### config.mk
export PLATFORM = sky130hd
export DESIGN_NAME = key_event_to_hid_report
export DESIGN_NICKNAME = d
export VERILOG_FILES = /design/src/rtl/core/kehr_pkg.sv /design/src/rtl/core/kehr_front.sv /design/src/rtl/core/kehr_queue.sv /design/src/rtl/core/kehr_back.sv /design/src/rtl/core/key_event_to_hid_report.sv
export SDC_FILE = /design/constraint.sdc
export NUM_CORES = 1
export LEC_CHECK = 0
export BUFFER_PORTS_ARGS = -buffer_cell sky130_fd_sc_hd__buf_4
export CELL_PAD_IN_SITES_DETAIL_PLACEMENT = 1
export CELL_PAD_IN_SITES_GLOBAL_PLACEMENT = 1
export CORE_ASPECT_RATIO = 1.2
export CORE_UTILIZATION = 50
export DETAILED_ROUTE_END_ITERATION = 8
export PLACE_DENSITY = 0.8
export SLEW_MARGIN = 20
export SYNTH_ARGS = -nofsm -noshare
export SYNTH_HDL_FRONTEND = slang
export SYNTH_HIERARCHICAL = 1
export SYNTH_SLANG_ARGS = --single-unit
### constraint.sdc
create_clock -name clk_i -period 8.9 [get_ports clk_i]
set_input_delay 0.445 -clock clk_i [delete_from_list [all_inputs] [get_ports clk_i]]
set_output_delay 0.445 -clock clk_i [all_outputs]
set_load 0.02 [all_outputs]
### src/rtl/core/kehr_pkg.sv
`timescale 1ns / 1ps

package kehr_pkg;

  // Default sizes
  localparam int NumSlotsDefault  = 14;
  localparam int TableSizeDefault = 128;

  // Fixed report layout
  localparam int MapEntries = 128;
  localparam int ReportLen  = 16;
  localparam int SlotBytes  = 13;
  localparam int HeadBytes  = 3;

  // Depth of the queue between front and back
  localparam int QueueDepth = 2;

  // Field codes
  localparam logic [15:0] EvTypeKey = 16'd1;
  localparam logic [1:0]  KeyRelease = 2'd0;
  localparam logic [1:0]  KeyPress   = 2'd1;
  localparam logic [1:0]  KeyRepeat  = 2'd2;

  // Configuration register indexes
  localparam logic RegReportId = 1'b0;
  localparam logic RegModifier = 1'b1;

  // Reset values of the configuration registers
  localparam logic [7:0] ReportIdReset = 8'h01;
  localparam logic [7:0] ModifierReset = 8'h00;

  // Key code to HID usage
  localparam logic [7:0] CodeToUsage [MapEntries] = '{
    8'h00, 8'h29, 8'h1E, 8'h1F, 8'h20, 8'h21, 8'h22, 8'h23, 8'h24, 8'h25,
    8'h26, 8'h27, 8'h2D, 8'h2E, 8'h2A, 8'h2B, 8'h14, 8'h1A, 8'h08, 8'h15,
    8'h17, 8'h1C, 8'h18, 8'h0C, 8'h12, 8'h13, 8'h2F, 8'h30, 8'h28, 8'hE0,
    8'h04, 8'h16, 8'h07, 8'h09, 8'h0A, 8'h0B, 8'h0D, 8'h0E, 8'h0F, 8'h33,
    8'h34, 8'h35, 8'hE1, 8'h32, 8'h1D, 8'h1B, 8'h06, 8'h19, 8'h05, 8'h11,
    8'h10, 8'h36, 8'h37, 8'h38, 8'hE5, 8'h55, 8'hE2, 8'h2C, 8'h39, 8'h3A,
    8'h3B, 8'h3C, 8'h3D, 8'h3E, 8'h3F, 8'h40, 8'h41, 8'h42, 8'h43, 8'h53,
    8'h47, 8'h5F, 8'h60, 8'h61, 8'h56, 8'h5C, 8'h5D, 8'h5E, 8'h57, 8'h59,
    8'h5A, 8'h5B, 8'h62, 8'h63, 8'h00, 8'h00, 8'h00, 8'h44, 8'h45, 8'h87,
    8'h6A, 8'h00, 8'h8A, 8'h88, 8'h8B, 8'h00, 8'h58, 8'hE4, 8'h54, 8'h46,
    8'hE6, 8'h00, 8'h4A, 8'h52, 8'h4B, 8'h5C, 8'h4F, 8'h4D, 8'h51, 8'h4E,
    8'h49, 8'h4C, 8'h00, 8'h00, 8'h00, 8'h00, 8'h00, 8'h00, 8'h00, 8'h00,
    8'h00, 8'h00, 8'h00, 8'h00, 8'h89, 8'hE3, 8'hE7, 8'h65
  };

  // Command handed from front to back
  typedef struct packed {
    logic [7:0] usage;
    logic       press;
  } cmd_t;

endpackage

### src/rtl/core/kehr_front.sv
`timescale 1ns / 1ps

module kehr_front #(
  parameter int TABLE_SIZE = kehr_pkg::TableSizeDefault
) (
  input  logic              in_valid_i,
  input  logic              q_full_i,
  input  logic [15:0]       event_type_i,
  input  logic [9:0]        key_code_i,
  input  logic [1:0]        key_value_i,
  output logic              in_stall_o,
  output logic              push_o,
  output kehr_pkg::cmd_t    cmd_o
);

  localparam int CmpW = 11;

  logic accept;
  logic keep;
  logic in_table;

  // Stall only while the queue has no room
  assign in_stall_o = q_full_i;
  assign accept     = in_valid_i && !q_full_i;

  // Key events other than repeats go on
  assign keep = (event_type_i == kehr_pkg::EvTypeKey) &&
                (key_value_i != kehr_pkg::KeyRepeat);

  assign push_o = accept && keep;

  // Translation; codes past the table give usage zero
  assign in_table = ({1'b0, key_code_i} < CmpW'(TABLE_SIZE)) &&
                    ({1'b0, key_code_i} < CmpW'(kehr_pkg::MapEntries));

  always_comb begin
    cmd_o.usage = in_table ? kehr_pkg::CodeToUsage[key_code_i[6:0]] : 8'h00;
    cmd_o.press = (key_value_i == kehr_pkg::KeyPress);
  end

endmodule

### src/rtl/core/kehr_queue.sv
`timescale 1ns / 1ps

module kehr_queue (
  input  logic           clk_i,
  input  logic           rst_ni,
  input  logic           push_i,
  input  kehr_pkg::cmd_t wdata_i,
  input  logic           pop_i,
  output kehr_pkg::cmd_t rdata_o,
  output logic           empty_o,
  output logic           full_o
);

  localparam int Depth = kehr_pkg::QueueDepth;
  localparam int PtrW  = (Depth > 1) ? $clog2(Depth) : 1;
  localparam int CntW  = $clog2(Depth + 1);

  kehr_pkg::cmd_t mem_q [Depth];
  logic [PtrW-1:0] wr_ptr_q, wr_ptr_d;
  logic [PtrW-1:0] rd_ptr_q, rd_ptr_d;
  logic [CntW-1:0] cnt_q, cnt_d;

  assign empty_o = (cnt_q == '0);
  assign full_o  = (cnt_q == CntW'(Depth));
  assign rdata_o = mem_q[rd_ptr_q];

  // Pointer and fill bookkeeping
  always_comb begin
    wr_ptr_d = wr_ptr_q;
    rd_ptr_d = rd_ptr_q;
    cnt_d    = cnt_q;
    if (push_i) begin
      wr_ptr_d = (wr_ptr_q == PtrW'(Depth - 1)) ? '0 : wr_ptr_q + 1'b1;
    end
    if (pop_i) begin
      rd_ptr_d = (rd_ptr_q == PtrW'(Depth - 1)) ? '0 : rd_ptr_q + 1'b1;
    end
    if (push_i && !pop_i) begin
      cnt_d = cnt_q + 1'b1;
    end else if (pop_i && !push_i) begin
      cnt_d = cnt_q - 1'b1;
    end
  end

  always_ff @(posedge clk_i or negedge rst_ni) begin
    if (!rst_ni) begin
      wr_ptr_q <= '0;
      rd_ptr_q <= '0;
      cnt_q    <= '0;
    end else begin
      wr_ptr_q <= wr_ptr_d;
      rd_ptr_q <= rd_ptr_d;
      cnt_q    <= cnt_d;
    end
  end

  // Storage
  always_ff @(posedge clk_i) begin
    if (push_i) begin
      mem_q[wr_ptr_q] <= wdata_i;
    end
  end

endmodule

### src/rtl/core/kehr_back.sv
`timescale 1ns / 1ps

module kehr_back #(
  parameter int NUM_SLOTS = kehr_pkg::NumSlotsDefault
) (
  input  logic           clk_i,
  input  logic           rst_ni,
  input  logic           q_empty_i,
  input  kehr_pkg::cmd_t cmd_i,
  output logic           pop_o,
  input  logic [7:0]     report_id_i,
  input  logic [7:0]     modifier_i,
  input  logic           out_stall_i,
  output logic           out_valid_o,
  output logic [7:0]     report_byte_o,
  output logic [3:0]     byte_index_o,
  output logic           last_byte_o
);

  localparam int LenW = $clog2(kehr_pkg::ReportLen);

  logic [7:0] slots_q [NUM_SLOTS];
  logic [7:0] slots_d [NUM_SLOTS];

  logic            busy_q, busy_d;
  logic [LenW-1:0] cnt_q, cnt_d;
  logic            out_valid_q, out_valid_d;
  logic [7:0]      byte_q, byte_d;
  logic [3:0]      idx_q, idx_d;
  logic            last_q, last_d;

  logic       adv;
  logic       found;
  logic [7:0] match_val;
  logic [7:0] rep_bytes [kehr_pkg::ReportLen];

  // Output register moves on when empty or taken
  assign adv   = !out_valid_q || !out_stall_i;
  assign pop_o = adv && !busy_q && !q_empty_i;

  // Slot update: first empty slot on press, first match on release
  always_comb begin
    found     = 1'b0;
    match_val = cmd_i.press ? 8'h00 : cmd_i.usage;
    for (int i = 0; i < NUM_SLOTS; i++) begin
      slots_d[i] = slots_q[i];
      if (pop_o && !found && (slots_q[i] == match_val)) begin
        slots_d[i] = cmd_i.press ? cmd_i.usage : 8'h00;
        found      = 1'b1;
      end
    end
  end

  // Report layout
  always_comb begin
    for (int k = 0; k < kehr_pkg::ReportLen; k++) begin
      rep_bytes[k] = 8'h00;
      if (k >= kehr_pkg::HeadBytes) begin
        if ((k - kehr_pkg::HeadBytes < NUM_SLOTS) &&
            (k - kehr_pkg::HeadBytes < kehr_pkg::SlotBytes)) begin
          rep_bytes[k] = slots_q[k - kehr_pkg::HeadBytes];
        end
      end
    end
    rep_bytes[0] = report_id_i;
    rep_bytes[1] = modifier_i;
  end

  // Serialiser: one beat per cycle while the output is not stalled, sixteen beats per report
  always_comb begin
    busy_d      = busy_q;
    cnt_d       = cnt_q;
    out_valid_d = out_valid_q;
    byte_d      = byte_q;
    idx_d       = idx_q;
    last_d      = last_q;
    if (adv) begin
      if (busy_q) begin
        out_valid_d = 1'b1;
        byte_d      = rep_bytes[cnt_q];
        idx_d       = 4'(cnt_q);
        last_d      = (cnt_q == LenW'(kehr_pkg::ReportLen - 1));
        cnt_d       = cnt_q + 1'b1;
        if (cnt_q == LenW'(kehr_pkg::ReportLen - 1)) begin
          busy_d = 1'b0;
        end
      end else if (!q_empty_i) begin
        out_valid_d = 1'b1;
        byte_d      = report_id_i;
        idx_d       = 4'd0;
        last_d      = 1'b0;
        cnt_d       = LenW'(1);
        busy_d      = 1'b1;
      end else begin
        out_valid_d = 1'b0;
      end
    end
  end

  always_ff @(posedge clk_i or negedge rst_ni) begin
    if (!rst_ni) begin
      busy_q      <= 1'b0;
      cnt_q       <= '0;
      out_valid_q <= 1'b0;
      for (int i = 0; i < NUM_SLOTS; i++) begin
        slots_q[i] <= 8'h00;
      end
    end else begin
      busy_q      <= busy_d;
      cnt_q       <= cnt_d;
      out_valid_q <= out_valid_d;
      for (int i = 0; i < NUM_SLOTS; i++) begin
        slots_q[i] <= slots_d[i];
      end
    end
  end

  // Beat payload
  always_ff @(posedge clk_i) begin
    byte_q <= byte_d;
    idx_q  <= idx_d;
    last_q <= last_d;
  end

  assign out_valid_o   = out_valid_q;
  assign report_byte_o = byte_q;
  assign byte_index_o  = idx_q;
  assign last_byte_o   = last_q;

endmodule

### src/rtl/core/key_event_to_hid_report.sv
`timescale 1ns / 1ps

// Key event to HID keyboard report builder.
// Input channel (in_valid_i / in_stall_o) carries one event beat: type, code
// and value. Non-key events and repeats are swallowed and produce nothing.
// Every other event updates the held-key slots and yields one 16-beat report
// on the output channel (out_valid_o / out_stall_i): report id, modifier
// byte, a zero pad, then slots 0 to 12; last_byte_o marks beat 15.
// The event is written into the command queue and the first beat of its report
// is then registered at the output. Reports leave through the byte-wide
// output serialiser; a two-entry command queue sits between the event front
// end and the serialiser, so events are taken while a report is still going
// out and in_stall_o rises only when the queue is full.
// When the receiver stalls the current beat holds and the serialiser waits;
// the queue then fills and the input side stalls in turn.
// Reset clears all slots, empties the queue and sets report id to 1 and the
// modifier byte to 0. Configuration (cfg_we_i, cfg_idx_i, cfg_wdata_i) takes
// effect on the next edge and should be written while the block is idle.
module key_event_to_hid_report #(
  parameter int NUM_SLOTS  = kehr_pkg::NumSlotsDefault,
  parameter int TABLE_SIZE = kehr_pkg::TableSizeDefault
) (
  input  logic        clk_i,
  input  logic        rst_ni,
  input  logic        in_valid_i,
  output logic        in_stall_o,
  input  logic [15:0] event_type_i,
  input  logic [9:0]  key_code_i,
  input  logic [1:0]  key_value_i,
  output logic        out_valid_o,
  input  logic        out_stall_i,
  output logic [7:0]  report_byte_o,
  output logic [3:0]  byte_index_o,
  output logic        last_byte_o,
  input  logic        cfg_we_i,
  input  logic        cfg_idx_i,
  input  logic [7:0]  cfg_wdata_i
);

  logic [7:0]     report_id_q;
  logic [7:0]     modifier_q;
  logic           push;
  logic           pop;
  logic           q_empty;
  logic           q_full;
  kehr_pkg::cmd_t cmd_in;
  kehr_pkg::cmd_t cmd_out;

  // Configuration registers
  always_ff @(posedge clk_i or negedge rst_ni) begin
    if (!rst_ni) begin
      report_id_q <= kehr_pkg::ReportIdReset;
      modifier_q  <= kehr_pkg::ModifierReset;
    end else if (cfg_we_i) begin
      case (cfg_idx_i)
        kehr_pkg::RegReportId: report_id_q <= cfg_wdata_i;
        kehr_pkg::RegModifier: modifier_q  <= cfg_wdata_i;
        default: ;
      endcase
    end
  end

  kehr_front #(
    .TABLE_SIZE(TABLE_SIZE)
  ) u_front (
    .in_valid_i  (in_valid_i),
    .q_full_i    (q_full),
    .event_type_i(event_type_i),
    .key_code_i  (key_code_i),
    .key_value_i (key_value_i),
    .in_stall_o  (in_stall_o),
    .push_o      (push),
    .cmd_o       (cmd_in)
  );

  kehr_queue u_queue (
    .clk_i  (clk_i),
    .rst_ni (rst_ni),
    .push_i (push),
    .wdata_i(cmd_in),
    .pop_i  (pop),
    .rdata_o(cmd_out),
    .empty_o(q_empty),
    .full_o (q_full)
  );

  kehr_back #(
    .NUM_SLOTS(NUM_SLOTS)
  ) u_back (
    .clk_i        (clk_i),
    .rst_ni       (rst_ni),
    .q_empty_i    (q_empty),
    .cmd_i        (cmd_out),
    .pop_o        (pop),
    .report_id_i  (report_id_q),
    .modifier_i   (modifier_q),
    .out_stall_i  (out_stall_i),
    .out_valid_o  (out_valid_o),
    .report_byte_o(report_byte_o),
    .byte_index_o (byte_index_o),
    .last_byte_o  (last_byte_o)
  );

endmodule

* After elaboration in Yosys (flattened, before gate mapping)
Memory sizes are Yosys's and may differ from the RTL's. Index checks and enable logic that the tools add are counted.
Cells by class: $add $sub $neg 5, $lt $le $gt $ge 3, eq/ne operators 19, mux-type cells 38, bitwise gates (word level) 3, reduce and logical (&&, ||, !) cells 57
Operators by type and width (count):
- 8-bit == test | 13
- 8-bit 2-to-1 mux | 9
- 8-bit binary-select mux with 4-bit select | 1
- 1-bit logical AND | 32
- 1-bit 2-to-1 mux | 22
- 1-bit zero test | 19
- 16-bit by 1-bit == test with 1-bit output, second input constant | 1
- 4-bit 2-to-1 mux | 4
- 10-bit by 8-bit < comparator with 1-bit output, second input constant | 1
- 8-bit greater-or-equal comparator, second input constant | 1
- 7-bit inverter with 8-bit output | 1
- 2-bit AND reduction | 3
- 5-bit greater-or-equal comparator, second input constant | 1
- 4-bit inverter with 5-bit output | 1
- 4-bit by 1-bit adder with 4-bit output, second input constant | 1
- 4-bit == test, second input constant | 1
- 2-bit 2-to-1 mux | 2
- 2-bit != test, second input constant | 2
- 1-bit adder, second input constant | 2
- 2-bit by 1-bit adder with 2-bit output, second input constant | 1
- 2-bit by 1-bit == test with 1-bit output, second input constant | 1
- 2-bit == test, second input constant | 1
- 2-bit zero test | 1
- 2-bit nonzero test | 1
- 3 further kinds | 3
Storage, ports and cells: bits in registers 143, bits in writable memories 18, ROM bits 1024, bits of input ports 42, output and inout bits 15, word-level logic and storage cells 151, memories kept 2
Memories:
- (name not given) | depth 128, width 8, read ports 1, clocked after memory_dff 0, write ports 0, RTL line kehr_front.sv:37 | cmd_o.usage = in_table ? kehr_pkg::CodeToUsage[key_code_i[6:0]] : 8'h00;
- u_queue.mem_q | depth 2, width 9, read ports 1, clocked after memory_dff 0, write ports 1, RTL line kehr_queue.sv:18 | kehr_pkg::cmd_t mem_q [Depth];

* Longest topological paths before layout
depth after elaboration 53, depth in mapped cells 13, mapped depth without buffers 9

* Modules after synthesis
The synthesis kept the hierarchy.
By module, submodules not included:
- kehr_back | instances 1, cells each 741, area an instance 8251.7 µm², seq. area each 3143.0 µm²
- kehr_front | instances 1, cells each 235, area an instance 1505.2 µm², seq. area each 0.0 µm²
- kehr_queue | instances 1, cells each 44, area an instance 842.1 µm², seq. area each 640.6 µm²
- key_event_to_hid_report | instances 1, cells each 35, area an instance 643.1 µm², seq. area each 401.6 µm²

* Least setup slack after synthesis
No wires, ideal clock.
kind register -> register, start point register u_queue.rd_ptr_q, end point register u_back.slots_q (netlist bit u_back/rep_bytes[56]), library setup time 0.125 ns, arrival 2.842 ns, required time 8.775 ns, slack 5.933 ns, cell stages (with the launch flop) 12, buffers on the path 4, clock period less this slack 2.967 ns, cell sequence dfrtp_1 buf_6 mux2_2 buf_6 o21ba_2 o32a_1 or4_4 and4b_1 buf_6 and3_4 buf_6 mux2_4
RTL lines:
- start, declared | RTL line kehr_queue.sv:20 | logic [PtrW-1:0] rd_ptr_q, rd_ptr_d;
- start signal, assigned | RTL line kehr_queue.sv:52 | rd_ptr_q <= rd_ptr_d;
- end signal, assigned by index | RTL line kehr_back.sv:113 | slots_q[i] <= slots_d[i];
- end, declared | RTL line kehr_back.sv:22 | logic [7:0] slots_q [NUM_SLOTS];

==> results.cfg <==
[global_routing]
grt_pass1_wl_um = 57600
first_global_vias = 9755
gr-total-overflow = 0
grt_max_degree = 80
antenna_found_initial = 0
track_usage_pct = 33.0

[yosys]
synthFlopType = dfrtp_1
synthTopCellsByCount = 129 x dfrtp_1, 121 x mux2_2, 83 x nor2_1, 50 x o21ai_0, 45 x nand2_1
async_flop_share_pct = 80.7
avgSynthCellArea_um2 = 10.7
synth_area_leader_cell = dfrtp_1
synth_top_area_share_pct = 28.7
synthTopCellsByArea = dfrtp_1 29%, mux2_2 12%, edfxtp_1 8.3%, mux4_2 5.0%, xnor2_1 3.2%
yosys_warnings = 6
yosysUniqueCellTypes = 90
syn_inst = 1055
synth-edff-count = 31
synth_area_um2 = 11200
yosysMostFrequentCell = dfrtp_1
ys_seq_area_share_pct = 37.2
ys_seq_elements = 161
syn_nets = 1111

[final_layout]
antenna_cells = 0
final_layout_size_suffix_gt1_share_pct = 27.8
fillers = 2372
final_cell_area_um2 = 12100
final-seq-area_um2 = 4190
area_delta_synth_final_pct = 7.68
fin_cells = 1338
num-nets-final = 1107
multi_input_area_um2 = 6470

[placed_design]
hpwl_um = 25200
routabilityCongestion = 0.949
dp_slack_ps = 4080
dp.cells = 1306
place_area_um2 = 11500
portBuffers = 56

[clock_network]
post_cts_buffers = 0
cts.sinks = 161
cts_resized = 0
cts_inserted_buffers = 17
cts-root-buf = clkbuf_16
cts-hold-fix-buffers = 0
cts_tree = yes
clock_latency_ps = 450
clockBufferDepth = 2
path_clk_slew_ps = 70
htreeDepth = 4

[power]
powerDensity_nw_per_um2 = 235
leakage_nw = 4.92
vdd_ir_drop_max_mv = 0.0948

[sta]
finClkSkew_ps = 10.7
timing.final.ws_setup_ps = 3990
final_max_slew_viol_count = 0
min_period_over_period_pct = 55.2
max_slew_margin_pct = 25.2
max_freq_ghz = 0.204
period_minus_slack_ps = 4910
fin_setup_tns_ps = 0
setup_violations = 0
hold_violations = 0
rsz0062_at_grt = false
worst_slew_pin_slew_ps = 1120

[worst_setup_path]
end_kind = flip-flop
critPathMaxStageDelay_ps = 820
worstPathCellList = mux2_2 -> buf_4 -> buf_4 -> inv_1 -> nand4_1 -> a32o_1 -> o211ai_1 -> and4b_1 -> nand4_2 -> mux2_2
slowest_stage = o211ai_1
crit_fanout = 60
cp.arrival_ps = 5240
worstSetupStartpointType = flip-flop
required_ps = 9240
path_class = reg -> reg

[detailed_routing]
vias = 9388
dr.pass1.iters = 9
ant_nets = 0
post-route-drc-count = 1
wl_per_cell_um = 27.8
drt_wl_total_um = 37200
drt-initial-drc-count = 715
vias_per_cell = 7.02

[status]
violations = DRC
status = complete, but fails checks

[hold_path]
holdCritPathClass = in -> async

[die]
start_util_pct = 51.4
core_um2 = 21900
fp-row-count = 59
die_w_um = 139
die_area_um2 = 23100
fp.dieH_um = 166
ios = 57

[flow_run]
drv_cap = 0
cell families after synthesis:
family / count (synthesis) / synth area share (%)
fa+ha+maj: 14 / 1.56
mux: 173 / 20.2
compound gates: 234 / 14.7
buf+inv: 101 / 5.25
flops: 161 / 37.2
simple gates: 313 / 16.5
xor+xnor: 59 / 4.60
metal layers:
metal	part of all wire, %	GRT usage, %
met5	0	0
met4	6.8	22.6
met3	6.3	5.94
met2	49	54.6
met1	38	39.2
flip-flops by register name (all words and copies together) (netlist names):
signal	count
u_queue/cnt_q	2
u_queue/rd_ptr_q	1
u_back/busy_q	1
u_back/cnt_q	4
u_back/rep_bytes	104
modifier_q	8
u_back/byte_index_o	4
report_id_q	8
u_back/last_byte_o	1
u_back/report_byte_o	8
u_queue/mem_q	18
u_queue/wr_ptr_q	1
u_back/out_valid_o	1
cell usage in the layout (no fill, tap or decap), types with 10 or more instances in the layout:
cell type	count
nor2b_1	14
a21oi_1	34
dfrtp_1	128
mux2_4	16
a31oi_1	30
o21ai_0	50
edfxtp_1	31
o32ai_1	26
nand2_1	45
nand2b_1	14
nor4bb_1	25
xor2_1	18
mux2i_1	11
mux4_2	25
nand4_1	10
xnor2_1	41
a22oi_1	10
ha_1	14
clkbuf_16	18
and2_1	14
mux2_2	121
inv_1	13
nor3_1	27
buf_4	62
nor2_1	83
worst max-delay path, delay by kind of cell (launching register included):
family | cells | cell delay (ps)
AOI/OAI and AO/OA | 2 | 1150
buffers and inverters | 3 | 920
DFF | 1 | 570
muxes | 2 | 780
and+or+nand+nor | 3 | 1330
layout make-up:
cell class | instances | area share (%)
Clock buffer | 19 | 3.75
Inverter | 15 | 0.465
Sequential cell | 161 | 34.6
Clock inverter | 13 | 1.01
Multi-Input combinational cell | 793 | 53.4
Timing Repair Buffer | 63 | 3.94
Tap cell | 274 | 2.83
stage by stage:
step,total power [W],utilization [%],hold WS (ps)
detailed placement,0.00209,52.8,487
global placement,0.00204,52.8,474
finish,0.00284,55.4,34.2
floorplan,0.00177,-,149
CTS,0.00283,55.4,56.7
global route,0.00296,55.4,81.3
worst paths after layout:
check	cells past startpoint	slack (ps)	endpoint	from
min reg2reg	1	500	u_queue/wr_ptr_q	u_queue/wr_ptr_q
min	1	30	u_queue/cnt_q[0]	rst_ni
min in group clk_i	2	230	report_id_q[3]	cfg_wdata_i[3]
max reg2reg	10	3990	u_back/rep_bytes[11]	u_queue/rd_ptr_q
max in group asynchronous	2	7700	u_back/rep_bytes[54]	rst_ni
max	10	3990	u_back/rep_bytes[11]	u_queue/rd_ptr_q
where the power goes:
group / switching (W) / internal (W)
clock: 0.000327 / 0.000405
sequential: 0.000178 / 0.000862
combinational: 0.000626 / 0.000442
total: 0.00113 / 0.00171
(Power assumes the default switching activity.)
